[config.mk]
export PLATFORM = sky130hd
export DESIGN_NAME = header_field_extractor_top
export DESIGN_NICKNAME = d
export VERILOG_FILES = /design/src/rtl/hfe_pkg.sv /design/src/rtl/hfe_key_store.sv /design/src/rtl/header_field_extractor_top.sv
export SDC_FILE = /design/constraint.sdc
export NUM_CORES = 1
export LEC_CHECK = 0
export BUFFER_PORTS_ARGS = -buffer_cell sky130_fd_sc_hd__buf_2
export CAP_MARGIN = 10
export CORE_UTILIZATION = 40
export DETAILED_ROUTE_END_ITERATION = 10
export PLACE_DENSITY_LB_ADDON = 0.3
export REMOVE_ABC_BUFFERS = 1
export SLEW_MARGIN = 20
export SYNTH_ARGS = -nofsm -noshare
export SYNTH_HDL_FRONTEND = slang
export SYNTH_SLANG_ARGS = --single-unit
[constraint.sdc]
create_clock -name clk -period 9.2 [get_ports clk]
set_clock_uncertainty 0.1 [all_clocks]
set_input_delay 0 -clock clk [delete_from_list [all_inputs] [get_ports clk]]
set_output_delay 0 -clock clk [all_outputs]
set_load 0.05 [all_outputs]
[src/rtl/hfe_pkg.sv]
// ----------------------------------------------------------------------------
// hfe_pkg
// Types and constants of the header field extractor.
// ----------------------------------------------------------------------------
`default_nettype none

package hfe_pkg;

  localparam int ByteW    = 8;
  localparam int CfgDataW = 64;
  localparam int CfgIdxW  = 2;
  localparam int KeyLenW  = 5;
  localparam int BytesPerWord = CfgDataW / ByteW;

  typedef logic [ByteW-1:0]    byte_t;
  typedef logic [CfgDataW-1:0] cfg_data_t;
  typedef logic [KeyLenW-1:0]  key_len_t;

  typedef enum logic [CfgIdxW-1:0] {
    CFG_KEY_LOW  = 2'd0,
    CFG_KEY_HIGH = 2'd1,
    CFG_KEY_LEN  = 2'd2
  } cfg_idx_t;

  typedef enum logic [1:0] {
    PH_MATCH = 2'd0,
    PH_SKIP  = 2'd1,
    PH_VALUE = 2'd2,
    PH_DONE  = 2'd3
  } phase_t;

  localparam byte_t CH_COLON   = 8'h3A;
  localparam byte_t CH_SPACE   = 8'h20;
  localparam byte_t CH_NEWLINE = 8'h0A;

endpackage

`default_nettype wire

[src/rtl/hfe_key_store.sv]
// ----------------------------------------------------------------------------
// hfe_key_store
// Key configuration registers, key character select and clamped key length.
// ----------------------------------------------------------------------------
`default_nettype none

module hfe_key_store #(
  parameter int MAX_KEY_BYTES = 16
) (
  input  wire logic                                   clk,
  input  wire logic                                   rst_n,
  input  wire logic                                   cfg_we,
  input  wire logic [hfe_pkg::CfgIdxW-1:0]            cfg_index,
  input  wire hfe_pkg::cfg_data_t                     cfg_wdata,
  input  wire logic [$clog2(MAX_KEY_BYTES+1)-1:0]     rd_pos,
  output hfe_pkg::byte_t                              rd_char,
  output logic [$clog2(MAX_KEY_BYTES+1)-1:0]          key_len
);
  import hfe_pkg::*;

  localparam int PosW = $clog2(MAX_KEY_BYTES + 1);
  localparam int IdxW = (MAX_KEY_BYTES > 1) ? $clog2(MAX_KEY_BYTES) : 1;

  byte_t    key_r [MAX_KEY_BYTES];
  key_len_t len_r;

  // Characters 0..7 come from the low word, 8..15 from the high word.
  for (genvar i = 0; i < MAX_KEY_BYTES; i++) begin : g_key
    localparam cfg_idx_t SrcIdx = (i < BytesPerWord) ? CFG_KEY_LOW : CFG_KEY_HIGH;
    localparam int       Lsb    = (i % BytesPerWord) * ByteW;

    always_ff @(posedge clk) begin
      if (!rst_n) begin
        key_r[i] <= '0;
      end else if (cfg_we && (cfg_index == SrcIdx)) begin
        key_r[i] <= cfg_wdata[Lsb +: ByteW];
      end
    end
  end

  always_ff @(posedge clk) begin
    if (!rst_n) begin
      len_r <= '0;
    end else if (cfg_we && (cfg_index == CFG_KEY_LEN)) begin
      len_r <= cfg_wdata[KeyLenW-1:0];
    end
  end

  // Only read while rd_pos is below key_len, so the index is always in range.
  assign rd_char = key_r[rd_pos[IdxW-1:0]];

  // Clamp oversized lengths to the key storage depth.
  always_comb begin
    if (len_r > KeyLenW'(MAX_KEY_BYTES)) begin
      key_len = PosW'(MAX_KEY_BYTES);
    end else begin
      key_len = len_r[PosW-1:0];
    end
  end

endmodule

`default_nettype wire

[src/rtl/header_field_extractor_top.sv]
// An accepted item passes through the input register and then the result register to the out_ ports.
// One request byte per clock while out_ready does not stall; the scan state updates from one byte to the next.
// Backpressure on out_ready stalls the input register, and through it in_ready.
// Reset (rst_n low, synchronous) clears the key registers, the scan state and both
// valid flags; the block is ready on the first cycle after reset.
// ----------------------------------------------------------------------------
// header_field_extractor_top
// Scans a request byte stream, finds the first line whose start is the
// configured key followed by a colon, and streams out that line's value with
// spaces dropped; a request without such a line ends with a not-found marker.
// ----------------------------------------------------------------------------
`default_nettype none

module header_field_extractor_top #(
  parameter int MAX_KEY_BYTES = 16
) (
  input  wire logic                        clk,
  input  wire logic                        rst_n,
  // configuration write port
  input  wire logic                        cfg_we,
  input  wire logic [hfe_pkg::CfgIdxW-1:0] cfg_index,
  input  wire hfe_pkg::cfg_data_t          cfg_wdata,
  // request byte items
  input  wire logic                        in_valid,
  output logic                             in_ready,
  input  wire hfe_pkg::byte_t              in_data_byte,
  input  wire logic                        in_request_end,
  // value result items
  output logic                             out_valid,
  input  wire logic                        out_ready,
  output hfe_pkg::byte_t                   out_value_byte,
  output logic                             out_byte_valid,
  output logic                             out_value_end,
  output logic                             out_found
);
  import hfe_pkg::*;

  localparam int PosW = $clog2(MAX_KEY_BYTES + 1);

  // --------------------------------------------------------------------------
  // Key registers
  // --------------------------------------------------------------------------
  logic [PosW-1:0] pos_r;
  logic [PosW-1:0] pos_nxt;
  logic [PosW-1:0] key_len;
  byte_t           key_char;

  hfe_key_store #(
    .MAX_KEY_BYTES (MAX_KEY_BYTES)
  ) u_key_store (
    .clk       (clk),
    .rst_n     (rst_n),
    .cfg_we    (cfg_we),
    .cfg_index (cfg_index),
    .cfg_wdata (cfg_wdata),
    .rd_pos    (pos_r),
    .rd_char   (key_char),
    .key_len   (key_len)
  );

  // --------------------------------------------------------------------------
  // Input register
  // --------------------------------------------------------------------------
  logic  in_valid_r;
  byte_t in_byte_r;
  logic  in_end_r;
  logic  advance;   // the result register can take a new result this cycle
  logic  fire;      // the held item is processed this cycle

  assign advance  = !out_valid || out_ready;
  assign fire     = in_valid_r && advance;
  assign in_ready = !in_valid_r || advance;

  always_ff @(posedge clk) begin
    if (!rst_n) begin
      in_valid_r <= 1'b0;
    end else if (in_ready) begin
      in_valid_r <= in_valid;
    end
  end

  // Payload needs no reset; load on every accept.
  always_ff @(posedge clk) begin
    if (in_valid && in_ready) begin
      in_byte_r <= in_data_byte;
      in_end_r  <= in_request_end;
    end
  end

  // --------------------------------------------------------------------------
  // Scan state and per-byte decision
  // --------------------------------------------------------------------------
  phase_t phase_r;
  phase_t phase_nxt;
  logic   emit;
  byte_t  res_byte;
  logic   res_byte_valid;
  logic   res_end;
  logic   res_found;
  logic   is_nl;
  logic   key_hit;
  logic   colon_hit;

  assign is_nl     = (in_byte_r == CH_NEWLINE);
  assign key_hit   = (pos_r < key_len) && !is_nl && (in_byte_r == key_char);
  assign colon_hit = (pos_r == key_len) && (in_byte_r == CH_COLON);

  always_comb begin
    phase_nxt      = phase_r;
    pos_nxt        = pos_r;
    emit           = 1'b0;
    res_byte       = '0;
    res_byte_valid = 1'b0;
    res_end        = 1'b0;
    res_found      = 1'b0;

    case (phase_r)
      PH_MATCH: begin
        // advance through the key, take the colon, restart on newline,
        // otherwise drop the rest of the line
        if (key_hit) begin
          pos_nxt = pos_r + 1'b1;
        end else if (colon_hit) begin
          phase_nxt = PH_VALUE;
        end else if (is_nl) begin
          pos_nxt = '0;
        end else begin
          phase_nxt = PH_SKIP;
        end
        if (in_end_r) begin
          emit      = 1'b1;
          res_end   = 1'b1;
          res_found = colon_hit && !key_hit;
        end
      end
      PH_SKIP: begin
        if (is_nl) begin
          phase_nxt = PH_MATCH;
          pos_nxt   = '0;
        end
        if (in_end_r) begin
          emit    = 1'b1;
          res_end = 1'b1;
        end
      end
      PH_VALUE: begin
        if (is_nl) begin
          phase_nxt = PH_DONE;
          emit      = 1'b1;
          res_end   = 1'b1;
          res_found = 1'b1;
        end else if (in_byte_r == CH_SPACE) begin
          // drop spaces, but a final space still closes the value
          if (in_end_r) begin
            emit      = 1'b1;
            res_end   = 1'b1;
            res_found = 1'b1;
          end
        end else begin
          emit           = 1'b1;
          res_byte       = in_byte_r;
          res_byte_valid = 1'b1;
          res_end        = in_end_r;
          res_found      = 1'b1;
        end
      end
      PH_DONE: begin
        // value already closed: hold until the request ends
      end
      default: begin
        phase_nxt = PH_MATCH;
      end
    endcase

    // every request starts over from line start
    if (in_end_r) begin
      phase_nxt = PH_MATCH;
      pos_nxt   = '0;
    end
  end

  always_ff @(posedge clk) begin
    if (!rst_n) begin
      phase_r <= PH_MATCH;
      pos_r   <= '0;
    end else if (fire) begin
      phase_r <= phase_nxt;
      pos_r   <= pos_nxt;
    end
  end

  // --------------------------------------------------------------------------
  // Result register
  // --------------------------------------------------------------------------
  always_ff @(posedge clk) begin
    if (!rst_n) begin
      out_valid <= 1'b0;
    end else if (advance) begin
      out_valid <= fire && emit;
    end
  end

  always_ff @(posedge clk) begin
    if (advance) begin
      out_value_byte <= res_byte;
      out_byte_valid <= res_byte_valid;
      out_value_end  <= res_end;
      out_found      <= res_found;
    end
  end

endmodule

`default_nettype wire

==> run summary, run 1 <==
RSZ-0062 raised after global routing = no
ANT cells = 0
Die area = 20000 um^2
Hold Fails Final Rpt = 0
EDFF count, synth = 148
Total Routed Length = 17000 um
Vias per Instance = 4.99
Fin. max-slew vios = 0
Antenna viol nets, final = 0
Endpoint type of the worst setup path = register
# Post-CTS Setup Buffers = 0
P&R area growth vs syn = 27.9%
Post-synthesis sequential area ratio = 61.8%
Max clock buf depth = 2
Worst vdd ir = 0.000123 V
GR Overflow Total = 0
Clk slew on worst S/H paths = 0.07 ns
Final setup viols = 0
Crit start category = register
First-pass GRT wire length = 27200 um
CP Capture Point = pos_r[3]
Inserted Clock Buffers = 17
TritonCTS clock tree = built
Pre-CTS setup slack = 5.53 ns
Vias in the first global route = 5172
Critical Path RT = 9.42 ns
Setup TNS = 0 ns
Int Pwr = 0.00135 W
Vias = 4899
PwrDens = 175 nW/um^2
Fin area = 9950 um^2
Area of the multi-input gates = 2800 um^2
Die Ht = 141 um
Core area = 18900 um^2
Synth Flop Type = edfxtp_1
CP max FO = 15
Placed cell areas = 8520 um^2
Drt drc = 0
Initial antenna violation count = 0
I/O pin cnt = 93
Fraction of final layout cells with drive strength greater than 1 = 22.6%
Die Wd = 141 um
DRT iter0 DRCs = 353
Ys async rst share = 0%
Final min period = 3.64 ns
1st-pass router iterations = 4
Netlist Area Pre-Place = 7780 um^2
Initial Utilization = 41.2%
GP Congestion = 0.845
H-tree levels = 4
Flop-to-flop setup slack = 5.56 ns
Least-Margin Pin Slew = 0.888 ns
PnR worst setup slack = 5.56 ns
MaxCap Viol Count = 0
Clock root buffer = clkbuf_16
Reg power frac = 51.0%
HPWL after detailed placement = 11000 um
Port bufs = 92
Arrival @ worst endpoint = 3.86 ns
Netlist cell types = 47
# rows = 50
Slew headroom = 40.8%
Clock share of power = 41.4%
Switching power = 0.000397 W
Placed cells = 866
Worst setup path category = reg2reg
Tot GR Track Use = 18.2%
Worst r2r dst = pos_r[3]
Status = complete, no violations
Nets = 799
Ys Warns = 0
FF+latch count, synth = 166
Mapped Cells = 533
Clk sink count = 166
DR WL/cell = 17.3 um
Tcrit/Tclk final = 39.6%
FF+latch area = 4800 um^2
F_max = 0.275 GHz
Post-Layout Cell Count = 981
Syn avg cell area = 14.6 um^2
Sw Share = 22.8%
Gate power share = 7.6%
Hold/Removal Path Class = in2reg
Leak pwr = 3.92 nW
Clk_lat worst skew = 0.43 ns
Path depth of the worst reg2reg path = 9
Largest net degree at the start of global routing = 65
Fillers = 1596
-- cells in the mapped netlist, drive strengths merged, types with 4 or more instances --
cell type / number / area share (%)
a211o: 6 / 0.68
a21oi: 4 / 0.26
and2: 138 / 11
and3: 5 / 0.40
buf: 9 / 0.97
clkbuf: 17 / 0.82
dfxtp: 18 / 4.6
edfxtp: 148 / 57
ha: 10 / 1.6
inv: 14 / 0.68
mux2i: 23 / 3.0
mux4: 32 / 9.7
nand2: 24 / 1.2
nand3: 7 / 0.45
nand4: 6 / 0.56
nor2: 9 / 0.43
nor2b: 10 / 0.80
o21ai: 9 / 0.58
xor2: 12 / 1.4
-- routing by layer --
layer	track usage, %	routed length [um]
met1	23.5	7610
met2	30.1	8330
met3	4.62	738
met4	5.83	291
met5	0	0
-- sequential cells by signal (all words and copies together) (netlist names), named ones only --
| signal | flops |
|---|---|
| out_value_byte | 8 |
| pos_r | 5 |
| u_key_store.len_r | 5 |
| in_byte_r | 8 |
| out_found | 1 |
| u_key_store.key_r | 128 |
| in_valid_r | 1 |
| out_value_end | 1 |
| in_end_r | 1 |
| out_byte_valid | 1 |
| phase_r | 2 |
| out_valid | 1 |
-- power groups by stage --
stage / logic (W) / clock network [W] / registers (W)
finish: 0.000132 / 0.000722 / 0.000888
global route: 0.000144 / 0.000762 / 0.000893
CTS: 0.000133 / 0.000736 / 0.000889
detailed placement: 0.000106 / 0 / 0.000905
global placement: 0.000103 / 0 / 0.000903
floorplan: 0.0000577 / 0 / 0.000904
-- what timing repair did --
action	4_1_cts	5_1_grt
endpoints found under the hold margin	148	0
gates resized for setup	0	0
hold buffers	84	0
-- placed cells by master, fill, tap and decap left out, types with 3 or more instances in the layout --
cell and n:
dlygate4sd3_1 84, inv_1 13, nor2_1 8, and3_1 5
dfxtp_1 18, nor2b_1 10, o21ai_0 8, buf_4 6
xor2_1 12, mux2i_1 23, edfxtp_1 148, and2_1 138
mux4_1 10, clkbuf_16 17, mux4_2 22, a211o_1 6
a21oi_1 4, buf_2 92, inv_6 3, nand2b_1 3
nor3_1 3, nand3_1 7, ha_1 10, nand2_1 23
nand4_1 5, inv_8 4
-- stage by stage --
step / utilization (%) / hold slack, ns / power, W
4_1_cts: 52.7 / 0.136 / 0.00176
6_report: 52.7 / 0.140 / 0.00174
5_1_grt: 52.7 / 0.150 / 0.00180
3_5_place_dp: 45.1 / 0.0783 / 0.00101
3_3_place_gp: 44.9 / 0.0794 / 0.00101
2_1_floorplan: - / -0.00113 / 0.000962
-- kinds of logic after synthesis --
kind of cell | synth area share, %
and+or+nand+nor | 16.7
buffers and inverters | 2.46
muxes | 12.7
adders and majority gates | 1.61
xor gates and xnor gates | 1.35
DFF | 61.8
AOI/OAI and AO/OA | 3.44
-- how the worst min path moves through the flow --
| stage | start | end | slack, ns | cells past startpoint |
|---|---|---|---|---|
| finish | cfg_index[0] | u_key_store.key_r[0][4] | 0.14 | 3 |
| global route | cfg_index[0] | u_key_store.key_r[6][4] | 0.15 | 3 |
| CTS | cfg_index[0] | u_key_store.key_r[0][4] | 0.14 | 3 |
| detailed placement | in_data_byte[6] | in_byte_r[6] | 0.08 | 1 |
| global placement | in_data_byte[1] | in_byte_r[1] | 0.08 | 1 |
| floorplan | in_data_byte[0] | in_byte_r[0] | -0.001 | 0 |
-- critical path, stage by stage, from the launching register on --
cell and delay (ns):
dfxtp_1 0.84, buf_4 0.40, mux4_1 0.58, mux2i_1 0.17, xor2_1 0.16, nand4_1 0.13, a22oi_2 0.41, nand4_1 0.20
and4_1 0.28, a211o_1 0.27
-- cell type report --
class	instances	area share [%]
clock buffers	17	4.28
clock inverters	14	1.65
inverters	14	0.528
multi-input cells	327	28.2
flip-flops and latches	166	48.3
well taps	260	3.27
repair buffers	183	13.8
Power figures use the tool's default switching activity.
==> run 2, diff against run 1 <==
==> constraint.sdc (replaced) <==
create_clock -name clk -period 3.5 [get_ports clk]
set_clock_uncertainty 0.1 [all_clocks]
set_input_delay 0 -clock clk [delete_from_list [all_inputs] [get_ports clk]]
set_output_delay 0 -clock clk [all_outputs]
set_load 0.05 [all_outputs]
==> run 2 against run 1 <==
First-iteration DRC count down 35%; cell count up 0.20%; critical path depth down 1; combinational power rose to 2.6 times the previous value; setup slack worse by 5.3 ns; sequential cell count unchanged; via count down 0.33%; die area unchanged; clock power rose to 2.7 times the previous value; largest cell class unchanged; critical path type unchanged.
==> run summary, run 2 (synthesis results as in run 1) <==
Nets = 800 (was 799)
P&R area growth vs syn = 28.7% (was 27.9%)
Vias = 4883 (was 4899)
RSZ-0062 raised after global routing = no (unchanged)
Largest regs = u_key_store.key_r (128), in_byte_r (8), out_value_byte (8) (unchanged)
Fin util = 53.0% (was 52.7%)
Die Wd = 141 um (unchanged)
Top reg by flops = u_key_store.key_r (unchanged)
1st-pass router iterations = 4 (unchanged)
Endpoint type of the worst setup path = register (unchanged)
Clk sink count = 166 (unchanged)
Max reg flops = 128 (unchanged)
Hold/Removal Path Class = in2reg (unchanged)
Most frequent cells in the layout = 148 x edfxtp_1, 138 x and2_1, 92 x buf_2 (unchanged)
Critical Path RT = 3.72 ns (was 9.42 ns)
DRT iter0 DRCs = 231 (was 353)
Pwr Total = 0.00460 W (was 0.00174 W)
Clk slew on worst S/H paths = 0.07 ns (about the same)
Fillers = 1618 (was 1596)
Vias in the first global route = 5244 (was 5172)
# Post-CTS Setup Buffers = 0 (unchanged)
CP most frequent cell = a211o_1 (was nand4_1)
Slowest Stage Delay on Critical Path = 0.65 ns (was 0.84 ns)
DR WL/cell = 16.8 um (was 17.3 um)
Max clock buf depth = 2 (unchanged)
Port bufs = 92 (unchanged)
GR Overflow Total = 0 (unchanged)
Setup TNS = 0 ns (unchanged)
F_max = 0.308 GHz (was 0.275 GHz)
Fin. max-slew vios = 0 (unchanged)
ANT cells = 0 (unchanged)
GP Congestion = 0.881 (was 0.845)
Hold Fails Final Rpt = 0 (unchanged)
# rows = 50 (unchanged)
Worst vdd ir = 0.000337 V (was 0.000123 V)
Most common cell after layout, fill and taps aside = edfxtp_1 (unchanged)
Initial Utilization = 41.2% (unchanged)
I/O pin cnt = 93 (unchanged)
Arrival @ worst endpoint = 3.47 ns (was 3.86 ns)
Drt drc = 0 (unchanged)
Vias per Instance = 4.97 (was 4.99)
Least-Margin Pin Slew = 0.907 ns (was 0.888 ns)
Leak pwr = 3.94 nW (was 3.92 nW)
CP max FO = 7 (was 15)
Placed cell areas = 8590 um^2 (was 8520 um^2)
Crit start category = register (unchanged)
Worst setup path category = reg2reg (unchanged)
Largest net degree at the start of global routing = 49 (was 65)
Fraction of final layout cells with drive strength greater than 1 = 23.2% (was 22.6%)
Inserted Clock Buffers = 17 (unchanged)
Die area = 20000 um^2 (unchanged)
Die Ht = 141 um (unchanged)
Placed cells = 870 (was 866)
Fin area = 10000 um^2 (was 9950 um^2)
PwrDens = 460 nW/um^2 (was 175 nW/um^2)
Total Routed Length = 16500 um (was 17000 um)
Initial antenna violation count = 0 (unchanged)
Clock root buffer = clkbuf_16 (unchanged)
MaxCap Viol Count = 0 (unchanged)
CP cell instances = or4_1 > nor4_2 > nor3_1 > o221ai_2 > nor4b_4 > a211o_1 > and4_1 > a211o_1 (was buf_4 > mux4_1 > mux2i_1 > xor2_1 > nand4_1 > a22oi_2 > nand4_1 > and4_1 > a211o_1)
H-tree levels = 4 (unchanged)
Core area = 18900 um^2 (unchanged)
Final min period = 3.24 ns (was 3.64 ns)
Post-Layout Cell Count = 983 (was 981)
Antenna viol nets, final = 0 (unchanged)
TritonCTS clock tree = built (unchanged)
Clk_lat worst skew = 0.44 ns (was 0.43 ns)
HPWL after detailed placement = 11200 um (was 11000 um)
Tcrit/Tclk final = 92.7% (was 39.6%)
First-pass GRT wire length = 26500 um (was 27200 um)
Tot GR Track Use = 17.8% (was 18.2%)
Final setup viols = 0 (unchanged)
Status = complete, no violations (unchanged)
Slew headroom = 39.3% (was 40.8%)
Slowest cell on the critical path = or4_1 (was dfxtp_1)
[run 2: power by group]
group          switching, W  leakage, nW  total (W)  internal [W]
Sequential        0.0000443         1.63    0.00233       0.00229
Clock              0.000839        0.296    0.00192       0.00108
Combinational      0.000169         2.01   0.000349      0.000180
Total               0.00105         3.94    0.00460       0.00355
[run 2: final cells by class]
type / instances / area [um^2] / area share [%]
Inverter: 14 / 52.6 / 0.525
Timing Repair Buffer: 184 / 1410 / 14.1
Clock buffer: 17 / 425 / 4.25
Sequential cell: 166 / 4800 / 48.0
Multi-Input combinational cell: 327 / 2800 / 28.0
Clock inverter: 15 / 188 / 1.88
Tap cell: 260 / 325 / 3.25
[run 2: worst max-delay path, delay by kind of cell, from the launching register on]
kind	cells	cell delay, ns
AOI/OAI and AO/OA	3	0.75
DFF	1	0.52
and+or+nand+nor	5	1.76
[run 2: worst paths after layout]
path | endpoint | slack (ns) | start | cells past startpoint
hold reg to reg | phase_r[0] | 0.41 | phase_r[0] | 2
setup reg to reg | pos_r[3] | 0.26 | in_byte_r[7] | 8
setup / recovery | pos_r[3] | 0.26 | in_byte_r[7] | 8
hold / removal | u_key_store.key_r[4][4] | 0.13 | cfg_index[0] | 3
[run 2: per-stage QoR]
stage | hold WS [ns] | setup slack [ns]
6_report | 0.134 | 0.257
5_1_grt | 0.155 | 0.120
4_1_cts | 0.129 | 0.293
3_5_place_dp | 0.0802 | 0.308
3_3_place_gp | 0.0793 | 0.268
2_1_floorplan | -0.00113 | -1.93
[run 2: per-layer routing]
metal,GRT usage [%],share of wire [%]
met1,21.9,44
met2,30.9,51
met3,4.02,3.8
met4,6.40,1.5
met5,0,0
[run 2: timing repair]
| item | CTS | global route |
|---|---|---|
| hold buffers | 81 | 0 |
| endpoints found under the setup margin | 0 | 0 |
| gates resized for setup | 0 | 0 |
| hold endpoints to repair | 150 | 0 |
